==> src/hw/rtl/sscfc_pkg.sv <==
`timescale 1ns / 1ps
`default_nettype none

package sscfc_pkg;

    // Counter width default for the forced-object totals
    localparam int COUNT_BITS_DEFAULT = 32;

    // Input operations
    localparam logic OP_DATA = 1'b0;
    localparam logic OP_END  = 1'b1;

    // Report kinds
    localparam logic KIND_SEGMENT = 1'b0;
    localparam logic KIND_TOTALS  = 1'b1;

    // Status codes
    localparam logic [1:0] STATUS_OK      = 2'd0;
    localparam logic [1:0] STATUS_LEN_ERR = 2'd1;
    localparam logic [1:0] STATUS_TRUNC   = 2'd2;

    // Segment types
    localparam logic [7:0] TYPE_PDS = 8'h14;
    localparam logic [7:0] TYPE_ODS = 8'h15;
    localparam logic [7:0] TYPE_PCS = 8'h16;
    localparam logic [7:0] TYPE_WDS = 8'h17;
    localparam logic [7:0] TYPE_END = 8'h80;

    // Presentation segment layout
    localparam logic [15:0] PCS_COUNT_OFFSET = 16'd10;
    localparam logic [15:0] PCS_OBJ_BASE     = 16'd11;
    localparam logic [2:0]  OBJ_FLAG_BYTE    = 3'd3;
    localparam int          FORCED_BIT       = 6;

    typedef struct packed {
        logic       operation;
        logic [7:0] data_byte;
    } in_item_t;

    typedef struct packed {
        logic        report_kind;
        logic [7:0]  type_code;
        logic [15:0] payload_len;
        logic        unknown_type;
        logic [7:0]  segment_forced;
        logic [31:0] total_forced_objects;
        logic [31:0] total_forced_presentations;
        logic [1:0]  status;
    } out_item_t;

endpackage

`default_nettype wire

==> src/hw/rtl/sscfc_parser.sv <==
`timescale 1ns / 1ps
`default_nettype none

module sscfc_parser
    import sscfc_pkg::*;
#(
    parameter int COUNT_BITS = COUNT_BITS_DEFAULT
)
(
    input  wire logic      clk,
    input  wire logic      rst_n,
    input  wire logic      step,
    input  wire in_item_t  item,
    output logic           result_valid,
    output out_item_t      result,
    output logic           error_flag
);

    localparam logic [1:0] PH_TYPE    = 2'd0;
    localparam logic [1:0] PH_LEN_HI  = 2'd1;
    localparam logic [1:0] PH_LEN_LO  = 2'd2;
    localparam logic [1:0] PH_PAYLOAD = 2'd3;

    localparam logic [COUNT_BITS-1:0] COUNT_MAX = {COUNT_BITS{1'b1}};

    logic [1:0]            phase_reg,      phase_next;
    logic [7:0]            type_reg,       type_next;
    logic [15:0]           length_reg,     length_next;
    logic [15:0]           offset_reg,     offset_next;
    logic [7:0]            count_reg,      count_next;
    logic [7:0]            forced_reg,     forced_next;
    logic [COUNT_BITS-1:0] obj_total_reg,  obj_total_next;
    logic [COUNT_BITS-1:0] pres_total_reg, pres_total_next;
    logic                  error_reg,      error_next;

    logic                  finish;
    logic                  is_pcs;
    logic                  length_ok;
    logic [15:0]           rel;
    logic [16:0]           expected;
    logic [16:0]           off_inc;
    logic [7:0]            seg_forced;
    logic [COUNT_BITS:0]   obj_sum;
    logic [COUNT_BITS:0]   pres_sum;
    logic [1:0]            end_status;

    always_comb
    begin
        phase_next      = phase_reg;
        type_next       = type_reg;
        length_next     = length_reg;
        offset_next     = offset_reg;
        count_next      = count_reg;
        forced_next     = forced_reg;
        obj_total_next  = obj_total_reg;
        pres_total_next = pres_total_reg;
        error_next      = error_reg;
        finish          = 1'b0;
        result_valid    = 1'b0;
        result          = '0;

        is_pcs  = (type_reg == TYPE_PCS);
        rel     = offset_reg - PCS_OBJ_BASE;
        off_inc = {1'b0, offset_reg} + 17'd1;

        if (phase_reg == PH_PAYLOAD)
        begin
            end_status = STATUS_TRUNC;
        end
        else
        begin
            end_status = error_reg ? STATUS_LEN_ERR : STATUS_OK;
        end

        if (step && item.operation == OP_END)
        begin
            phase_next   = PH_TYPE;
            offset_next  = '0;
            result_valid = 1'b1;
            result.report_kind                = KIND_TOTALS;
            result.total_forced_objects       = 32'(obj_total_reg);
            result.total_forced_presentations = 32'(pres_total_reg);
            result.status                     = end_status;
        end
        else if (step)
        begin
            case (phase_reg)
                PH_TYPE:
                begin
                    type_next   = item.data_byte;
                    length_next = '0;
                    offset_next = '0;
                    count_next  = '0;
                    forced_next = '0;
                    phase_next  = PH_LEN_HI;
                end
                PH_LEN_HI:
                begin
                    length_next = {item.data_byte, 8'h00};
                    phase_next  = PH_LEN_LO;
                end
                PH_LEN_LO:
                begin
                    length_next = {length_reg[15:8], item.data_byte};
                    if (length_next == 16'd0)
                    begin
                        finish = 1'b1;
                    end
                    else
                    begin
                        phase_next = PH_PAYLOAD;
                    end
                end
                default:
                begin
                    if (is_pcs)
                    begin
                        if (offset_reg == PCS_COUNT_OFFSET)
                        begin
                            count_next = item.data_byte;
                        end
                        else if (offset_reg >= PCS_OBJ_BASE
                                 && rel[2:0] == OBJ_FLAG_BYTE
                                 && rel[15:3] < {5'b0, count_reg}
                                 && item.data_byte[FORCED_BIT])
                        begin
                            forced_next = forced_reg + 8'd1;
                        end
                    end
                    offset_next = off_inc[15:0];
                    if (off_inc >= {1'b0, length_reg})
                    begin
                        finish = 1'b1;
                    end
                end
            endcase
        end

        // Close the segment: check presentation length, fold into totals
        expected   = {1'b0, PCS_OBJ_BASE} + {6'b0, count_next, 3'b000};
        length_ok  = ({1'b0, length_next} == expected);
        seg_forced = '0;
        obj_sum    = {1'b0, obj_total_reg} + (COUNT_BITS + 1)'(forced_next);
        pres_sum   = {1'b0, pres_total_reg} + (COUNT_BITS + 1)'(1);

        if (finish)
        begin
            if (is_pcs)
            begin
                if (!length_ok)
                begin
                    error_next = 1'b1;
                end
                else
                begin
                    seg_forced     = forced_next;
                    obj_total_next = obj_sum[COUNT_BITS] ? COUNT_MAX
                                                         : obj_sum[COUNT_BITS-1:0];
                    if (forced_next != 8'd0)
                    begin
                        pres_total_next = pres_sum[COUNT_BITS] ? COUNT_MAX
                                                               : pres_sum[COUNT_BITS-1:0];
                    end
                end
            end
            phase_next   = PH_TYPE;
            offset_next  = '0;
            result_valid = 1'b1;
            result.report_kind                = KIND_SEGMENT;
            result.type_code                  = type_reg;
            result.payload_len                = length_next;
            result.unknown_type               = !(type_reg == TYPE_PDS
                                                  || type_reg == TYPE_ODS
                                                  || type_reg == TYPE_PCS
                                                  || type_reg == TYPE_WDS
                                                  || type_reg == TYPE_END);
            result.segment_forced             = seg_forced;
            result.total_forced_objects       = 32'(obj_total_next);
            result.total_forced_presentations = 32'(pres_total_next);
            result.status                     = error_next ? STATUS_LEN_ERR : STATUS_OK;
        end
    end

    always_ff @(posedge clk or negedge rst_n)
    begin
        if (!rst_n)
        begin
            phase_reg      <= PH_TYPE;
            type_reg       <= '0;
            length_reg     <= '0;
            offset_reg     <= '0;
            count_reg      <= '0;
            forced_reg     <= '0;
            obj_total_reg  <= '0;
            pres_total_reg <= '0;
            error_reg      <= 1'b0;
        end
        else
        begin
            phase_reg      <= phase_next;
            type_reg       <= type_next;
            length_reg     <= length_next;
            offset_reg     <= offset_next;
            count_reg      <= count_next;
            forced_reg     <= forced_next;
            obj_total_reg  <= obj_total_next;
            pres_total_reg <= pres_total_next;
            error_reg      <= error_next;
        end
    end

    assign error_flag = error_reg;

endmodule

`default_nettype wire

==> src/hw/rtl/sscfc_out_buf.sv <==
`timescale 1ns / 1ps
`default_nettype none

module sscfc_out_buf
    import sscfc_pkg::*;
(
    input  wire logic      clk,
    input  wire logic      rst_n,
    input  wire logic      push,
    input  wire out_item_t push_item,
    output logic           space,
    output logic           valid,
    input  wire logic      stall,
    output out_item_t      item
);

    out_item_t  slot0_reg;
    out_item_t  slot1_reg;
    logic       wr_ptr_reg, wr_ptr_next;
    logic       rd_ptr_reg, rd_ptr_next;
    logic [1:0] cnt_reg,    cnt_next;
    logic       pop;

    assign space = (cnt_reg != 2'd2);
    assign valid = (cnt_reg != 2'd0);
    assign item  = rd_ptr_reg ? slot1_reg : slot0_reg;
    assign pop   = valid && !stall;

    always_comb
    begin
        wr_ptr_next = push ? !wr_ptr_reg : wr_ptr_reg;
        rd_ptr_next = pop  ? !rd_ptr_reg : rd_ptr_reg;
        cnt_next    = cnt_reg + {1'b0, push} - {1'b0, pop};
    end

    always_ff @(posedge clk or negedge rst_n)
    begin
        if (!rst_n)
        begin
            wr_ptr_reg <= 1'b0;
            rd_ptr_reg <= 1'b0;
            cnt_reg    <= 2'd0;
        end
        else
        begin
            wr_ptr_reg <= wr_ptr_next;
            rd_ptr_reg <= rd_ptr_next;
            cnt_reg    <= cnt_next;
        end
    end

    always_ff @(posedge clk)
    begin
        if (push && !wr_ptr_reg)
        begin
            slot0_reg <= push_item;
        end
        if (push && wr_ptr_reg)
        begin
            slot1_reg <= push_item;
        end
    end

endmodule

`default_nettype wire

==> src/hw/rtl/subtitle_segment_forced_counter_unit.sv <==
`timescale 1ns / 1ps
`default_nettype none

// Channel   Direction  Handshake                 Payload
// byte      in         byte_valid / byte_stall   byte_item   (in_item_t)
// report    out        report_valid/report_stall report_item (out_item_t)
//
// One stream byte per cycle while byte_stall is low. A byte waits in the input register,
// is parsed from there and its report, if any, is registered in a two-entry output buffer,
// which raises report_valid. The report is taken at an edge where report_stall is low.
// rst_n clears the parser to header byte zero and zeroes all totals.
// byte_stall rises only when a byte is held and the output buffer is full.

module subtitle_segment_forced_counter_unit
    import sscfc_pkg::*;
#(
    parameter int COUNT_BITS = COUNT_BITS_DEFAULT
)
(
    input  wire logic      clk,
    input  wire logic      rst_n,
    input  wire logic      byte_valid,
    output logic           byte_stall,
    input  wire in_item_t  byte_item,
    output logic           report_valid,
    input  wire logic      report_stall,
    output out_item_t      report_item
);

    logic      in_valid_reg, in_valid_next;
    in_item_t  in_item_reg;
    logic      accept;
    logic      step;
    logic      buf_space;
    logic      result_valid;
    out_item_t result;
    logic      error_flag;

    // Hold the byte while the output buffer has no room for its report
    assign byte_stall = in_valid_reg && !buf_space;
    assign accept     = byte_valid && !byte_stall;
    assign step       = in_valid_reg && buf_space;

    always_comb
    begin
        if (accept)
        begin
            in_valid_next = 1'b1;
        end
        else if (step)
        begin
            in_valid_next = 1'b0;
        end
        else
        begin
            in_valid_next = in_valid_reg;
        end
    end

    always_ff @(posedge clk or negedge rst_n)
    begin
        if (!rst_n)
        begin
            in_valid_reg <= 1'b0;
        end
        else
        begin
            in_valid_reg <= in_valid_next;
        end
    end

    // Capture the payload of each accepted transaction
    always_ff @(posedge clk)
    begin
        if (accept)
        begin
            in_item_reg <= byte_item;
        end
    end

    // Parse the held byte and advance segment state
    sscfc_parser #(
        .COUNT_BITS (COUNT_BITS)
    ) u_parser (
        .clk          (clk),
        .rst_n        (rst_n),
        .step         (step),
        .item         (in_item_reg),
        .result_valid (result_valid),
        .result       (result),
        .error_flag   (error_flag)
    );

    // Decouple report delivery from parsing
    sscfc_out_buf u_out_buf (
        .clk       (clk),
        .rst_n     (rst_n),
        .push      (step && result_valid),
        .push_item (result),
        .space     (buf_space),
        .valid     (report_valid),
        .stall     (report_stall),
        .item      (report_item)
    );

`ifndef SYNTH
    // Length errors stay latched once seen
    a_error_sticky: assert property (@(posedge clk) disable iff (!rst_n)
        $past(error_flag) |-> error_flag)
        else $error("length error flag cleared");

    // A stalled byte stays in the input register unchanged
    a_hold_on_stall: assert property (@(posedge clk) disable iff (!rst_n)
        byte_stall |=> in_valid_reg && $stable(in_item_reg))
        else $error("held byte lost while stalled");

    // A segment report with OK status implies no latched error
    a_status_matches: assert property (@(posedge clk) disable iff (!rst_n)
        step && result_valid && result.report_kind == KIND_SEGMENT
        && result.status == STATUS_OK |=> !error_flag)
        else $error("segment status disagrees with error flag");
`endif

endmodule

`default_nettype wire

==> config.mk <==
export PLATFORM = sky130hd
export DESIGN_NAME = subtitle_segment_forced_counter_unit
export DESIGN_NICKNAME = d
export VERILOG_FILES = /design/src/hw/rtl/sscfc_pkg.sv /design/src/hw/rtl/sscfc_parser.sv /design/src/hw/rtl/sscfc_out_buf.sv /design/src/hw/rtl/subtitle_segment_forced_counter_unit.sv
export SDC_FILE = /design/constraint.sdc
export NUM_CORES = 1
export LEC_CHECK = 0
export BUFFER_PORTS_ARGS = -buffer_cell sky130_fd_sc_hd__buf_2
export CAP_MARGIN = 5
export CORE_MARGIN = 1
export CORE_UTILIZATION = 55
export CTS_CLUSTER_SIZE = 8
export DETAILED_ROUTE_END_ITERATION = 10
export GPL_TIMING_DRIVEN = 1
export PLACE_DENSITY = 0.73
export SYNTH_ARGS = -nofsm -noshare
export SYNTH_HDL_FRONTEND = slang
export SYNTH_SLANG_ARGS = --single-unit
export TNS_END_PERCENT = 100
==> constraint.sdc <==
create_clock -name clk -period 24.1 [get_ports clk]
set_input_delay 3.615 -clock clk [delete_from_list [all_inputs] [get_ports clk]]
set_output_delay 3.615 -clock clk [all_outputs]
set_load 0.02 [all_outputs]
Word-level counts from Yosys, hierarchy flattened
Index checks and enable logic that the tools add are counted.
{ "totals": {"latch_bits": 0, "n_memories": 0, "output_inout_bits": 102, "mem_bits_ro": 0, "ram_bits": 0, "wordCells": 140, "input_bits": 13, "reg_bits": 337} }
{ "op_classes": {"mux": 50, "n_lt_le_gt_ge": 3, "bitwise_logic": 1, "n_mul": 0, "n_div": 0, "eq_ne": 14, "reduce_logical": 33, "n_shift": 0, "addsub": 8} }
{ "ops": {"columns": ["cell", "n"], "rows": [
  ["32-bit 2-to-1 mux", 7],
  ["100-bit 2-to-1 mux", 2],
  ["8-bit 2-to-1 mux", 11],
  ["16-bit 2-to-1 mux", 5],
  ["66-bit 2-to-1 mux", 1],
  ["16-bit case mux with 3 select lines", 1],
  ["32-bit by 1-bit adder with 33-bit output, second input constant", 1],
  ["32-bit by 8-bit adder with 33-bit output", 1],
  ["8-bit by 5-bit equality test with 1-bit output, second input constant", 4],
  ["16-bit case mux with 2 select lines", 1],
  ["8-bit case mux with 2 select lines", 2],
  ["16-bit by 1-bit adder with 17-bit output, second input constant", 1],
  ["16-bit by 17-bit equality test with 1-bit output", 1],
  ["17-bit by 16-bit >= comparator with 1-bit output", 1],
  ["16-bit by 4-bit equality test with 1-bit output, second input constant", 1],
  ["16-bit by 4-bit >= comparator with 1-bit output, second input constant", 1],
  ["16-bit zero test", 1],
  ["16-bit by 4-bit subtractor with 16-bit output, second input constant", 1],
  ["13-bit by 8-bit < comparator with 1-bit output", 1],
  ["1-bit 2-to-1 mux", 13],
  ["4-bit by 11-bit adder with 12-bit output, first input constant", 1],
  ["1-bit logical AND", 11],
  ["2-bit 2-to-1 mux", 5],
  ["8-bit by 1-bit adder with 8-bit output, second input constant", 1],
  ["22 further kinds", 34]
]} }

Logic depth before layout (Yosys ltp)
Gate-level depths: netlist of run 1.
{ "logic_depth": {"ltp_word": 16, "ltp_mapped": 29, "mapped_depth_nobuf": 26} }

Hierarchy
A second synthesis of run 1 with hierarchy kept.
{ "hier_totals": {"cells_unflattened": 1538, "area_unflattened_um2": 17593.1} }
{ "modules_own_cells": {"columns": ["mod", "cells_per_inst", "seq_area_each_um2", "area_each_um2", "n_inst"], "rows": [
  ["sscfc_parser", 1193, 3078.0, 9385.3, 1],
  ["sscfc_out_buf", 329, 6105.9, 7867.5, 1],
  ["subtitle_segment_forced_counter_unit", 16, 295.3, 340.3, 1]
]} }

Least setup slack after synthesis of run 1
No wires, ideal clock.
{ "synth_path": {"path_kind": "register to register", "from": "register u_parser.offset_reg[0]", "to": "register u_out_buf.slot0_reg[0] (netlist bit), enable pin", "required_ps": 23540, "setup_ps": 560, "slack_ps": 15872, "path_buffers": 3, "stages_incl_launch_ff": 19, "t_arrival_ps": 7668, "synth_period_minus_slack_ps": 8228, "cell_sequence": "dfrtp_1 ha_1 and3_1 and3_1 clkbuf_1 nand2_1 nor3_1 xor2_1 ha_1 nand3_1 nor2_1 o221ai_1 o211ai_1 nand3_1 nand2_1 inv_1 clkbuf_1 buf_1 nor2_1"} }
{ "synth_via": {"elab_chain_cells": 9} }
{ "synth_lines": {"columns": ["item", "line", "source"], "rows": [
  ["start: declaration", "sscfc_parser.sv:29", "logic [15:0] offset_reg, offset_next;"],
  ["start signal: assignment", "sscfc_parser.sv:203", "offset_reg <= offset_next;"],
  ["16-bit by 1-bit adder with 17-bit output", "sscfc_parser.sv:64", "off_inc = {1'b0, offset_reg} + 17'd1;"],
  ["17-bit by 16-bit >= comparator with 1-bit output", "sscfc_parser.sv:131", "if (off_inc >= {1'b0, length_reg})"],
  ["1-bit 2-to-1 mux", "sscfc_parser.sv:131", null],
  ["1-bit case mux with 2 select lines", "sscfc_parser.sv:87", "case (phase_reg)"],
  ["1-bit 2-to-1 mux", "sscfc_parser.sv:85", "else if (step)"],
  ["1-bit 2-to-1 mux", "sscfc_parser.sv:75", "if (step && item.operation == OP_END)"],
  ["1-bit 2-to-1 mux", "sscfc_parser.sv:146", "if (finish)"],
  ["1-bit logical AND", "subtitle_segment_forced_counter_unit.sv:98", ".push (step && result_valid),"],
  ["1-bit logical AND", "sscfc_out_buf.sv:54", "if (push && !wr_ptr_reg)"],
  ["end signal: assignment", "sscfc_out_buf.sv:56", "slot0_reg <= push_item;"],
  ["end: declaration", "sscfc_out_buf.sv:17", "out_item_t slot0_reg;"]
]} }
No other way between the ends.
A chain may end at the register's enable or synchronous reset.

==> flow_metrics.env, run 1 <==
export IMPL_synthesis_yosys_warnings=0
export IMPL_synth_area_leaders="sky130_fd_sc_hd__edfxtp_1, sky130_fd_sc_hd__dfrtp_1, sky130_fd_sc_hd__mux2_2"
export IMPL_ys_seq_area_frac=0.545
export IMPL_synth_enable_flop_cells=209
export IMPL_period_needed_ns=7.47
export IMPL_cts_reportedPaths_clkPinSlew_ns=0.05
export IMPL_yosys_mux_area_fraction=0.0734
export IMPL_yosys_area_share_adder=0.0314
export IMPL_antenna_violations_before_repair=0
export IMPL_power_share_combinational=0.268
export IMPL_total_switching_power_mw=0.622
export IMPL_grt_setup_unrepaired="no"
export IMPL_status="finished, violations left"
export IMPL_cts_sinks=337
export IMPL_count_of_cell_types_in_the_netlist=77
export IMPL_grt_max_degree=66
export IMPL_insertedDiodeCount=0
export IMPL_postRouteAntennaNets=0
export IMPL_cts_inserted_buffers=48
export IMPL_critical_path_top_delay_family="compound AO/OA/AOI/OAI gates"
export IMPL_ys_ff_latch=337
export IMPL_seq_power_share=0.404
export IMPL_fp_coreArea_sq_um=30800
export IMPL_route_detailed_drc=9
export IMPL_power_share_clock=0.328
export IMPL_most_frequent_standard_cell_in_the_layout_excluding_fill_and_tap_cells="sky130_fd_sc_hd__edfxtp_1"
export IMPL_cts_tree="done"
export IMPL_wire_length_of_the_first_global_routing_pass_um=68400
export IMPL_initial_utilization=0.564
export IMPL_finish_net_count=1733
export IMPL_critPathSlowestCell="sky130_fd_sc_hd__nor3_1"
export IMPL_synth_largest_area_cell="sky130_fd_sc_hd__edfxtp_1"
export IMPL_max_slew_margin_rel=0.133
export IMPL_gp_congestion=0.941
export IMPL_synth_top_area_share=0.361
export IMPL_fill_cells=2394
export IMPL_synth_xor_area_frac=0.0201
export IMPL_route_vias_total=13100
export IMPL_cts_setup_buffers=0
export IMPL_r2r_start="u_parser.offset_reg[0]"
export IMPL_switching_share=0.328
export IMPL_timing_critical_path_to_type="flip-flop"
export IMPL_routed_via_density=6.21
export IMPL_fin_hold_ws_ns=0.467
export IMPL_place_hpwl_um=28900
export IMPL_internal_power_mw=1.28
export IMPL_synth_avg_cell_area_sq_um=11.0
export IMPL_slew_violations=0
export IMPL_min_from="u_parser.error_flag"
export IMPL_setup_total_neg_slack_ns=0
export IMPL_final_layout_size_suffix_gt1_frac=0.186
export IMPL_main_combinational_cell_family_by_area_after_synthesis="simple AND/OR/NAND/NOR gates"
export IMPL_fmax_mhz=134
export IMPL_drt_first_iter_violations=1199
export IMPL_wire_per_inst_um=20.4
export IMPL_floorplan_die_height_um=180
export IMPL_timing_setup_critical_path_class="reg2reg"
export IMPL_final_hold_violation_count=0
export IMPL_static_leakage_power_nw=7.87
export IMPL_critical_path_buf_inv_count=2
export IMPL_clk_path_buf_depth=3
export IMPL_first_global_vias=12800
export IMPL_maxCapViolations=0
export IMPL_worst_slew_pin_transition_ns=1.29
export IMPL_netlist_instances=1584
export IMPL_simple_gate_share_of_the_synthesized_area=0.157
export IMPL_violations="DRC"
export IMPL_grtUsageTotal=0.266
export IMPL_signal_arrival_time_at_the_worst_endpoint_ns=7.88
export IMPL_timing_final_setup_violations=0
export IMPL_holdCritPathClass="reg2reg"
export IMPL_min_period_over_period=0.310
export IMPL_postSynth_asyncResetShare=0.380
export IMPL_cpPeakStageDelay_ns=0.66
export IMPL_io_pins=115
export IMPL_worst_skew_pair_late_latency_ns=0.55
export IMPL_post_synthesis_compound_gate_area_fraction=0.135
export IMPL_worstPathRequired_ns=24.51
export IMPL_h_tree_depth=2
export IMPL_clock_skew_final_ns=0.0250
export IMPL_maximum_fanout_along_the_worst_path=11
export IMPL_grt_overflow=0
export IMPL_fp_dieArea_sq_um=32300
export IMPL_syn2layout_area_growth_pct=12.9
export IMPL_vdd_ir_drop_worst_mv=0.0734
export IMPL_cp_startpoint="u_parser.offset_reg[0]"
export IMPL_rows=64
export IMPL_die_x_um=180
export IMPL_place_port_buffers=114
export IMPL_drt_pre_antenna_iters=8
export IMPL_cts_repair_resize_count=0
export IMPL_design_power_total_mw=1.90
export IMPL_synth_fp_nets=1640
export IMPL_mappedNetlistArea_sq_um=17400
export IMPL_most_common_layout_cells="sky130_fd_sc_hd__edfxtp_1, sky130_fd_sc_hd__nand2_1, sky130_fd_sc_hd__dfrtp_1, sky130_fd_sc_hd__buf_2, sky130_fd_sc_hd__mux2_2"
export IMPL_hold_buf_count_cts=0
export IMPL_power_density_cell_area_nw_per_um2=96.7
export IMPL_route_final_wire_length_um=43200
export IMPL_synth_main_ff_cell="sky130_fd_sc_hd__edfxtp_1"
export IMPL_clock_tree_root_cell="sky130_fd_sc_hd__clkbuf_16"
export IMPL_setup_worst_path_start_class="flip-flop"
-- synth_stat cells (4+ instances only) --
cell type                   instances
sky130_fd_sc_hd__a211oi_1          23
sky130_fd_sc_hd__a21o_1            16
sky130_fd_sc_hd__a21oi_1          103
sky130_fd_sc_hd__a22o_1            14
sky130_fd_sc_hd__a31oi_1           40
sky130_fd_sc_hd__a32o_1            11
sky130_fd_sc_hd__a41oi_1            4
sky130_fd_sc_hd__and2_1            30
sky130_fd_sc_hd__and3_1            32
sky130_fd_sc_hd__and4_1             6
sky130_fd_sc_hd__buf_1              5
sky130_fd_sc_hd__buf_2             10
sky130_fd_sc_hd__clkbuf_1          70
sky130_fd_sc_hd__dfrtp_1          128
sky130_fd_sc_hd__edfxtp_1         209
sky130_fd_sc_hd__ha_1              42
sky130_fd_sc_hd__inv_1             75
sky130_fd_sc_hd__mux2_2           108
sky130_fd_sc_hd__mux2i_1            6
sky130_fd_sc_hd__nand2_1          148
sky130_fd_sc_hd__nand2b_1          11
sky130_fd_sc_hd__nand3_1           54
sky130_fd_sc_hd__nand4_1           22
sky130_fd_sc_hd__nor2_1            92
sky130_fd_sc_hd__nor2b_1           18
sky130_fd_sc_hd__nor3_1            44
sky130_fd_sc_hd__nor4_1            17
sky130_fd_sc_hd__o211ai_1          23
sky130_fd_sc_hd__o21a_1             5
sky130_fd_sc_hd__o21ai_0           64
sky130_fd_sc_hd__o2bb2ai_1          6
sky130_fd_sc_hd__o311ai_0           6
sky130_fd_sc_hd__o31ai_1            6
sky130_fd_sc_hd__o41ai_1           14
sky130_fd_sc_hd__or2_2              6
sky130_fd_sc_hd__or3_1             13
sky130_fd_sc_hd__or4_1              4
sky130_fd_sc_hd__xnor2_1           25
sky130_fd_sc_hd__xor2_1            15
-- worst paths after layout --
kind                            slack (ns)  cells after the start                          to
max in group asynchronous            19.99                      2        u_parser.type_reg[2]
min in group asynchronous             3.05                      1  u_parser.pres_total_reg[3]
worst max register to register       16.63                     26     u_out_buf.slot0_reg[43]
worst max-delay path                 16.63                     26     u_out_buf.slot0_reg[43]
worst min-delay path                  0.47                      1         u_parser.error_flag
worst min register to register        0.47                      1         u_parser.error_flag
-- layout make-up --
type	count	area, sq um	share of cell area
Timing Repair Buffer	132	706	0.0359
Clock buffer	87	1370	0.0697
Inverter	76	285	0.0145
Multi-Input combinational cell	1082	7270	0.370
Clock inverter	2	28.8	0.00147
Sequential cell	337	9480	0.483
Tap cell	396	495	0.0252
-- per-layer routing --
layer	vias to the layer above	wire length [um]	GRT usage
met3	86	2670	0.0377
met5	-	0	0
li1	6098	-	-
met1	6447	19300	0.375
met2	490	20100	0.423
met4	0	1170	0.0955
-- power groups by stage --
stage	clock, mW	combinational, mW	sequential (mW)
6_report	0.623	0.509	0.766
5_1_grt	0.656	0.547	0.774
4_1_cts	0.631	0.513	0.766
3_5_place_dp	0	0.511	0.775
3_3_place_gp	0	0.506	0.771
2_1_floorplan	0	0.370	0.751
-- through the flow --
| step | setup slack, ns | area (sq um) | std cells | util |
|---|---|---|---|---|
| 6_report | 16.63 | 19600 | 2112 | 0.637 |
| 2_1_floorplan | 15.87 | 17400 | 1584 | - |
| 3_3_place_gp | 17.07 | 18200 | 2022 | 0.591 |
| 5_1_grt | 16.00 | 19600 | 2112 | 0.637 |
| 4_1_cts | 16.74 | 19600 | 2111 | 0.637 |
| 3_5_place_dp | 16.77 | 18200 | 2022 | 0.591 |
-- kinds of logic (layout without fill, tap and decap cells) --
family,after synthesis,in the layout
and+or+nand+nor,525,525
AOI/OAI and AO/OA,360,360
DFF,337,337
buffers and inverters,165,297
muxes,114,114
adders and majority gates,43,43
xor gates and xnor gates,40,40
No activity file was read; power rests on OpenSTA's default activity.
==> run 2, diff against run 1 <==
Settings changed: PLACE_DENSITY 0.73 to 0.76.
Clock period 24.1 ns to 6.47 ns, I/O delays scaled along.
==> run 2 against run 1 <==
The flow still finishes with violations (DRC). Critical path depth is 2 lower. Global-route usage increased by 0.17 points. Hold slack got worse by 0.16 ns. Via count grew 1.3%. Sequential cell count is the same. Clock power rose to 3.7 times the previous value. Fmax rose by 24%. Cell count rose by 0.85%. Clock skew down 0.0086 ns. Total power rose to 3.7 times the previous value. Largest power group unchanged.
==> flow_metrics.env, run 2 (same netlist as run 1, synthesis figures left out) <==
export IMPL_maximum_fanout_along_the_worst_path=10
export IMPL_finish_net_count=1751
export IMPL_antenna_violations_before_repair=0
export IMPL_place_port_buffers=114
export IMPL_initial_utilization=0.564
export IMPL_fmax_mhz=166
export IMPL_timing_setup_critical_path_class="reg2reg"
export IMPL_grt_overflow=0
export IMPL_max_slew_margin_rel=0.201
export IMPL_period_needed_ns=6.04
export IMPL_final_hold_violation_count=0
export IMPL_fill_cells=2347
export IMPL_setup_total_neg_slack_ns=0
export IMPL_slew_violations=0
export IMPL_io_pins=115
export IMPL_worst_slew_pin_transition_ns=1.19
export IMPL_worstPathRequired_ns=6.72
export IMPL_drt_first_iter_violations=1416
export IMPL_die_x_um=180
export IMPL_grt_max_degree=57
export IMPL_rows=64
export IMPL_drt_pre_antenna_iters=10
export IMPL_most_frequent_standard_cell_in_the_layout_excluding_fill_and_tap_cells="sky130_fd_sc_hd__edfxtp_1"
export IMPL_finish_instance_area_sq_um=19900
export IMPL_design_power_total_mw=7.08
export IMPL_setup_worst_path_start_class="flip-flop"
export IMPL_clock_tree_root_cell="sky130_fd_sc_hd__clkbuf_16"
export IMPL_timing_critical_path_to_type="flip-flop"
export IMPL_floorplan_die_height_um=180
export IMPL_cts_setup_buffers=0
export IMPL_power_density_cell_area_nw_per_um2=356
export IMPL_fp_dieArea_sq_um=32300
export IMPL_route_vias_total=13300
export IMPL_placed_area_sq_um=18400
export IMPL_timing_final_setup_violations=0
export IMPL_static_leakage_power_nw=7.98
export IMPL_routed_via_density=6.24
export IMPL_wire_per_inst_um=20.4
export IMPL_clock_skew_final_ns=0.0164
export IMPL_gp_congestion=0.945
export IMPL_cts_tree="done"
export IMPL_cts_reportedPaths_clkPinSlew_ns=0.05
export IMPL_final_layout_size_suffix_gt1_frac=0.202
export IMPL_vdd_ir_drop_worst_mv=0.274
export IMPL_h_tree_depth=2
export IMPL_violations="DRC"
export IMPL_holdCritPathClass="in2async"
export IMPL_wire_length_of_the_first_global_routing_pass_um=69700
export IMPL_min_period_over_period=0.934
export IMPL_insertedDiodeCount=0
export IMPL_maxCapViolations=0
export IMPL_route_detailed_drc=4
export IMPL_worst_skew_pair_late_latency_ns=0.54
export IMPL_cts_inserted_buffers=48
export IMPL_cts_sinks=337
export IMPL_signal_arrival_time_at_the_worst_endpoint_ns=6.29
export IMPL_syn2layout_area_growth_pct=14.4
export IMPL_first_global_vias=13000
export IMPL_fp_coreArea_sq_um=30800
export IMPL_most_common_layout_cells="sky130_fd_sc_hd__edfxtp_1, sky130_fd_sc_hd__nand2_1, sky130_fd_sc_hd__dfrtp_1, sky130_fd_sc_hd__buf_2, sky130_fd_sc_hd__mux2_2"
export IMPL_postRouteAntennaNets=0
export IMPL_clk_path_buf_depth=3
export IMPL_place_hpwl_um=29400
export IMPL_status="finished, violations left"
export IMPL_grtUsageTotal=0.268
export IMPL_grt_setup_unrepaired="no"
export IMPL_route_final_wire_length_um=43400
==> run 2: timing repair <==
action / CTS / global route
resized for setup: 0 / 14
setup endpoints to repair: 0 / 95
hold buffers: 0 / 0
==> run 2: path summary, 6_finish.rpt <==
check	startpoint	endpoint	slack (ns)	cells past startpoint
worst max-delay path	u_parser.offset_reg[0]	u_out_buf.slot0_reg[65]	0.43	24
worst min-delay path	rst_n	u_parser.pres_total_reg[17]	0.31	1
worst max register to register	u_parser.offset_reg[0]	u_out_buf.slot0_reg[65]	0.43	24
worst min register to register	u_parser.error_flag	u_parser.error_flag	0.50	1
max in group asynchronous	rst_n	u_out_buf.rd_ptr_reg	5.02	2
min in group clk	u_parser.error_flag	u_parser.error_flag	0.50	1
==> run 2: through the flow <==
step / cells / setup slack (ns) / hold WS (ns) / util
5_1_grt: 2130 / 0.0391 / 0.311 / 0.645
3_5_place_dp: 2041 / 0.149 / 0.446 / 0.598
2_1_floorplan: 1584 / 0.356 / 0.423 / -
3_3_place_gp: 2041 / 0.449 / 0.440 / 0.598
6_report: 2130 / 0.430 / 0.310 / 0.645
4_1_cts: 2130 / 0.110 / 0.294 / 0.643
==> run 2: final cells by class <==
| class | count | area, sq um | area share |
|---|---|---|---|
| Timing Repair Buffer | 150 | 906 | 0.0456 |
| Inverter | 76 | 285 | 0.0143 |
| Clock inverter | 2 | 27.5 | 0.00138 |
| Sequential cell | 337 | 9480 | 0.477 |
| Tap cell | 396 | 495 | 0.0249 |
| Clock buffer | 87 | 1370 | 0.0688 |
| Multi-Input combinational cell | 1082 | 7320 | 0.368 |
==> run 2: power by group <==
| part | total [mW] | internal, mW | switching (mW) | leakage (nW) |
|---|---|---|---|---|
| logic | 1.92 | 0.718 | 1.20 | 3.60 |
| clock network | 2.32 | 1.42 | 0.902 | 0.659 |
| registers | 2.85 | 2.64 | 0.213 | 3.73 |
| total | 7.08 | 4.77 | 2.31 | 7.98 |
==> run 2: worst max-delay path, stage by stage, from the launching register on <==
cell and delay [ns]:
sky130_fd_sc_hd__dfrtp_1 0.47, sky130_fd_sc_hd__ha_1 0.32, sky130_fd_sc_hd__o21ai_1 0.23, sky130_fd_sc_hd__nand2_1 0.12, sky130_fd_sc_hd__xnor2_1 0.14, sky130_fd_sc_hd__ha_1 0.30, sky130_fd_sc_hd__and4_1 0.21, sky130_fd_sc_hd__and2_1 0.17
sky130_fd_sc_hd__a211oi_2 0.25, sky130_fd_sc_hd__o211ai_1 0.20, sky130_fd_sc_hd__buf_4 0.23, sky130_fd_sc_hd__a22o_1 0.18, sky130_fd_sc_hd__a21oi_1 0.35, sky130_fd_sc_hd__inv_1 0.11, sky130_fd_sc_hd__ha_1 0.29, sky130_fd_sc_hd__a21o_1 0.12
sky130_fd_sc_hd__a21oi_1 0.09, sky130_fd_sc_hd__o21ai_0 0.26, sky130_fd_sc_hd__a31o_2 0.23, sky130_fd_sc_hd__a21oi_1 0.15, sky130_fd_sc_hd__nor2_1 0.41, sky130_fd_sc_hd__and3_1 0.28, sky130_fd_sc_hd__nand2b_1 0.10, sky130_fd_sc_hd__o41ai_1 0.37
sky130_fd_sc_hd__a21oi_1 0.17
==> run 2: metal layers <==
layer / wire length [um] / track usage / up-vias
li1: - / - / 6152
met1: 18700 / 0.373 / 6501
met2: 20700 / 0.437 / 558
met3: 2880 / 0.0346 / 79
met4: 1060 / 0.0869 / 0
met5: 0 / 0 / -
==> run 3, diff against run 2 <==
Settings changed: PLACE_DENSITY 0.76 to 0.75.
==> run 3 against run 2 <==
Largest power group unchanged. Combinational power about the same. Global-route usage about the same. The flow still finishes with violations (DRC). Sequential power about the same. Via count decreased by 0.23%. Cell count increased by 0.14%. Sequential share of layout area about the same. Critical path type unchanged. Clock-buffer cell count unchanged. Critical endpoint is now u_parser.obj_total_reg[27].
==> flow_metrics.env, run 3 (same netlist as run 1, synthesis figures left out) <==
export IMPL_critPathSlowestCell="sky130_fd_sc_hd__nor2_1"
export IMPL_cts_sinks=337
export IMPL_fmax_mhz=165
export IMPL_first_global_vias=13000
export IMPL_place_port_buffers=114
export IMPL_final_hold_violation_count=0
export IMPL_critical_path_buf_inv_count=4
export IMPL_seq_power_share=0.403
export IMPL_cpPeakStageDelay_ns=0.68
export IMPL_setup_reg_to_reg_worst_slack_ns=0.41
export IMPL_rows=64
export IMPL_slew_violations=0
export IMPL_worstPathRequired_ns=6.86
export IMPL_timing_critical_path_to_type="flip-flop"
export IMPL_holdCritPathClass="reg2reg"
export IMPL_timing_final_setup_violations=0
export IMPL_initial_utilization=0.564
export IMPL_most_frequent_standard_cell_in_the_layout_excluding_fill_and_tap_cells="sky130_fd_sc_hd__edfxtp_1"
export IMPL_grt_max_degree=70
export IMPL_switching_share=0.326
export IMPL_maximum_fanout_along_the_worst_path=15
export IMPL_final_cell_count_no_fill=2133
export IMPL_cp_startpoint="u_parser.offset_reg[0]"
export IMPL_critical_path_reg2reg_endpoint="u_parser.obj_total_reg[27]"
export IMPL_h_tree_depth=2
export IMPL_critical_path_top_delay_family="compound AO/OA/AOI/OAI gates"
export IMPL_most_common_layout_cells="sky130_fd_sc_hd__edfxtp_1, sky130_fd_sc_hd__nand2_1, sky130_fd_sc_hd__dfrtp_1, sky130_fd_sc_hd__buf_2, sky130_fd_sc_hd__mux2_2"
export IMPL_fp_dieArea_sq_um=32300
export IMPL_finish_net_count=1753
export IMPL_wire_length_of_the_first_global_routing_pass_um=69100
export IMPL_cts_tree="done"
export IMPL_max_slew_margin_rel=0.346
export IMPL_setup_worst_path_start_class="flip-flop"
export IMPL_timing_reg2reg_worst_path_depth=25
export IMPL_power_share_combinational=0.266
export IMPL_route_detailed_drc=10
export IMPL_placed_cells=2037
export IMPL_route_vias_total=13300
export IMPL_status="finished, violations left"
export IMPL_clk_path_buf_depth=3
export IMPL_timing_setup_critical_path_class="reg2reg"
export IMPL_r2r_start="u_parser.offset_reg[0]"
export IMPL_violations="DRC"
export IMPL_floorplan_die_height_um=180
export IMPL_power_share_clock=0.331
export IMPL_signal_arrival_time_at_the_worst_endpoint_ns=6.45
export IMPL_drt_first_iter_violations=1201
export IMPL_hold_buf_count_cts=0
export IMPL_cts_inserted_buffers=48
export IMPL_antenna_violations_before_repair=1
export IMPL_postRouteAntennaNets=0
export IMPL_route_final_wire_length_um=43100
export IMPL_io_pins=115
export IMPL_fp_coreArea_sq_um=30800
export IMPL_vdd_ir_drop_worst_mv=0.213
export IMPL_grtUsageTotal=0.268
export IMPL_internal_power_mw=4.79
export IMPL_maxCapViolations=0
export IMPL_min_from="u_parser.obj_total_reg[28]"
export IMPL_die_x_um=180
export IMPL_period_needed_ns=6.06
export IMPL_worst_slew_pin_transition_ns=0.976
export IMPL_min_period_over_period=0.937
export IMPL_worst_hold_path_endpoint="u_parser.obj_total_reg[28]"
export IMPL_clock_skew_final_ns=0.0184
export IMPL_cts_reportedPaths_clkPinSlew_ns=0.05
export IMPL_gp_congestion=0.933
export IMPL_clock_tree_root_cell="sky130_fd_sc_hd__clkbuf_16"
export IMPL_final_layout_size_suffix_gt1_frac=0.202
export IMPL_power_density_cell_area_nw_per_um2=357
export IMPL_hold_depth=1
export IMPL_syn2layout_area_growth_pct=14.4
export IMPL_routed_via_density=6.22
export IMPL_static_leakage_power_nw=8.00
export IMPL_fin_hold_ws_ns=0.498
export IMPL_total_switching_power_mw=2.31
export IMPL_wire_per_inst_um=20.2
export IMPL_place_hpwl_um=29000
export IMPL_worst_skew_pair_late_latency_ns=0.55
export IMPL_grt_overflow=0
export IMPL_drt_pre_antenna_iters=9
run 3: timing repair:
action | in CTS | in global routing
buffers inserted | 0 | 6
endpoints found under the setup margin | 0 | 90
gates resized for setup | 0 | 9
run 3: through the flow:
step	total power, mW	setup slack, ns	instance area (sq um)	TNS, ns	utilization
finish	7.10	0.408	19900	0	0.645
global route	7.40	-0.0113	19900	-0.0225	0.645
CTS	7.15	0.0319	19800	0	0.643
detailed placement	4.79	0.0792	18400	0	0.597
global placement	4.74	0.304	18400	0	0.597
floorplan	4.16	0.356	17400	0	-
run 3: how the worst max path moves through the flow:
stage	cells after the start	end	slack, ns
after floorplan	16	u_out_buf.slot1_reg[0]	0.36
after global placement	27	u_out_buf.slot0_reg[51]	0.30
after detailed placement	27	u_out_buf.slot1_reg[51]	0.08
after CTS	27	u_out_buf.slot1_reg[51]	0.03
after global routing	27	u_out_buf.slot1_reg[51]	-0.01
final	25	u_parser.obj_total_reg[27]	0.41
run 3: final cells by class:
class	instances	area, sq um
Multi-Input combinational cell	1082	7300
Inverter	76	285
Antenna cell	1	2.50
Clock buffer	87	1400
Clock inverter	2	21.3
Timing Repair Buffer	152	908
Tap cell	396	495
Sequential cell	337	9480
Fill cell	2383	10900
run 3: routing by layer:
layer	GRT usage	part of all wire	wire length, um
met1	0.361	0.43	18700
met2	0.441	0.48	20500
met3	0.0425	0.064	2780
met4	0.0945	0.026	1140
met5	0	0	0
run 3: power by group through the flow:
stage / logic, mW / clock network, mW / registers, mW
after floorplan: 1.38 / 0 / 2.78
after global placement: 1.87 / 0 / 2.88
after detailed placement: 1.89 / 0 / 2.90
after CTS: 1.90 / 2.39 / 2.86
after global routing: 2.03 / 2.48 / 2.89
final: 1.89 / 2.35 / 2.86
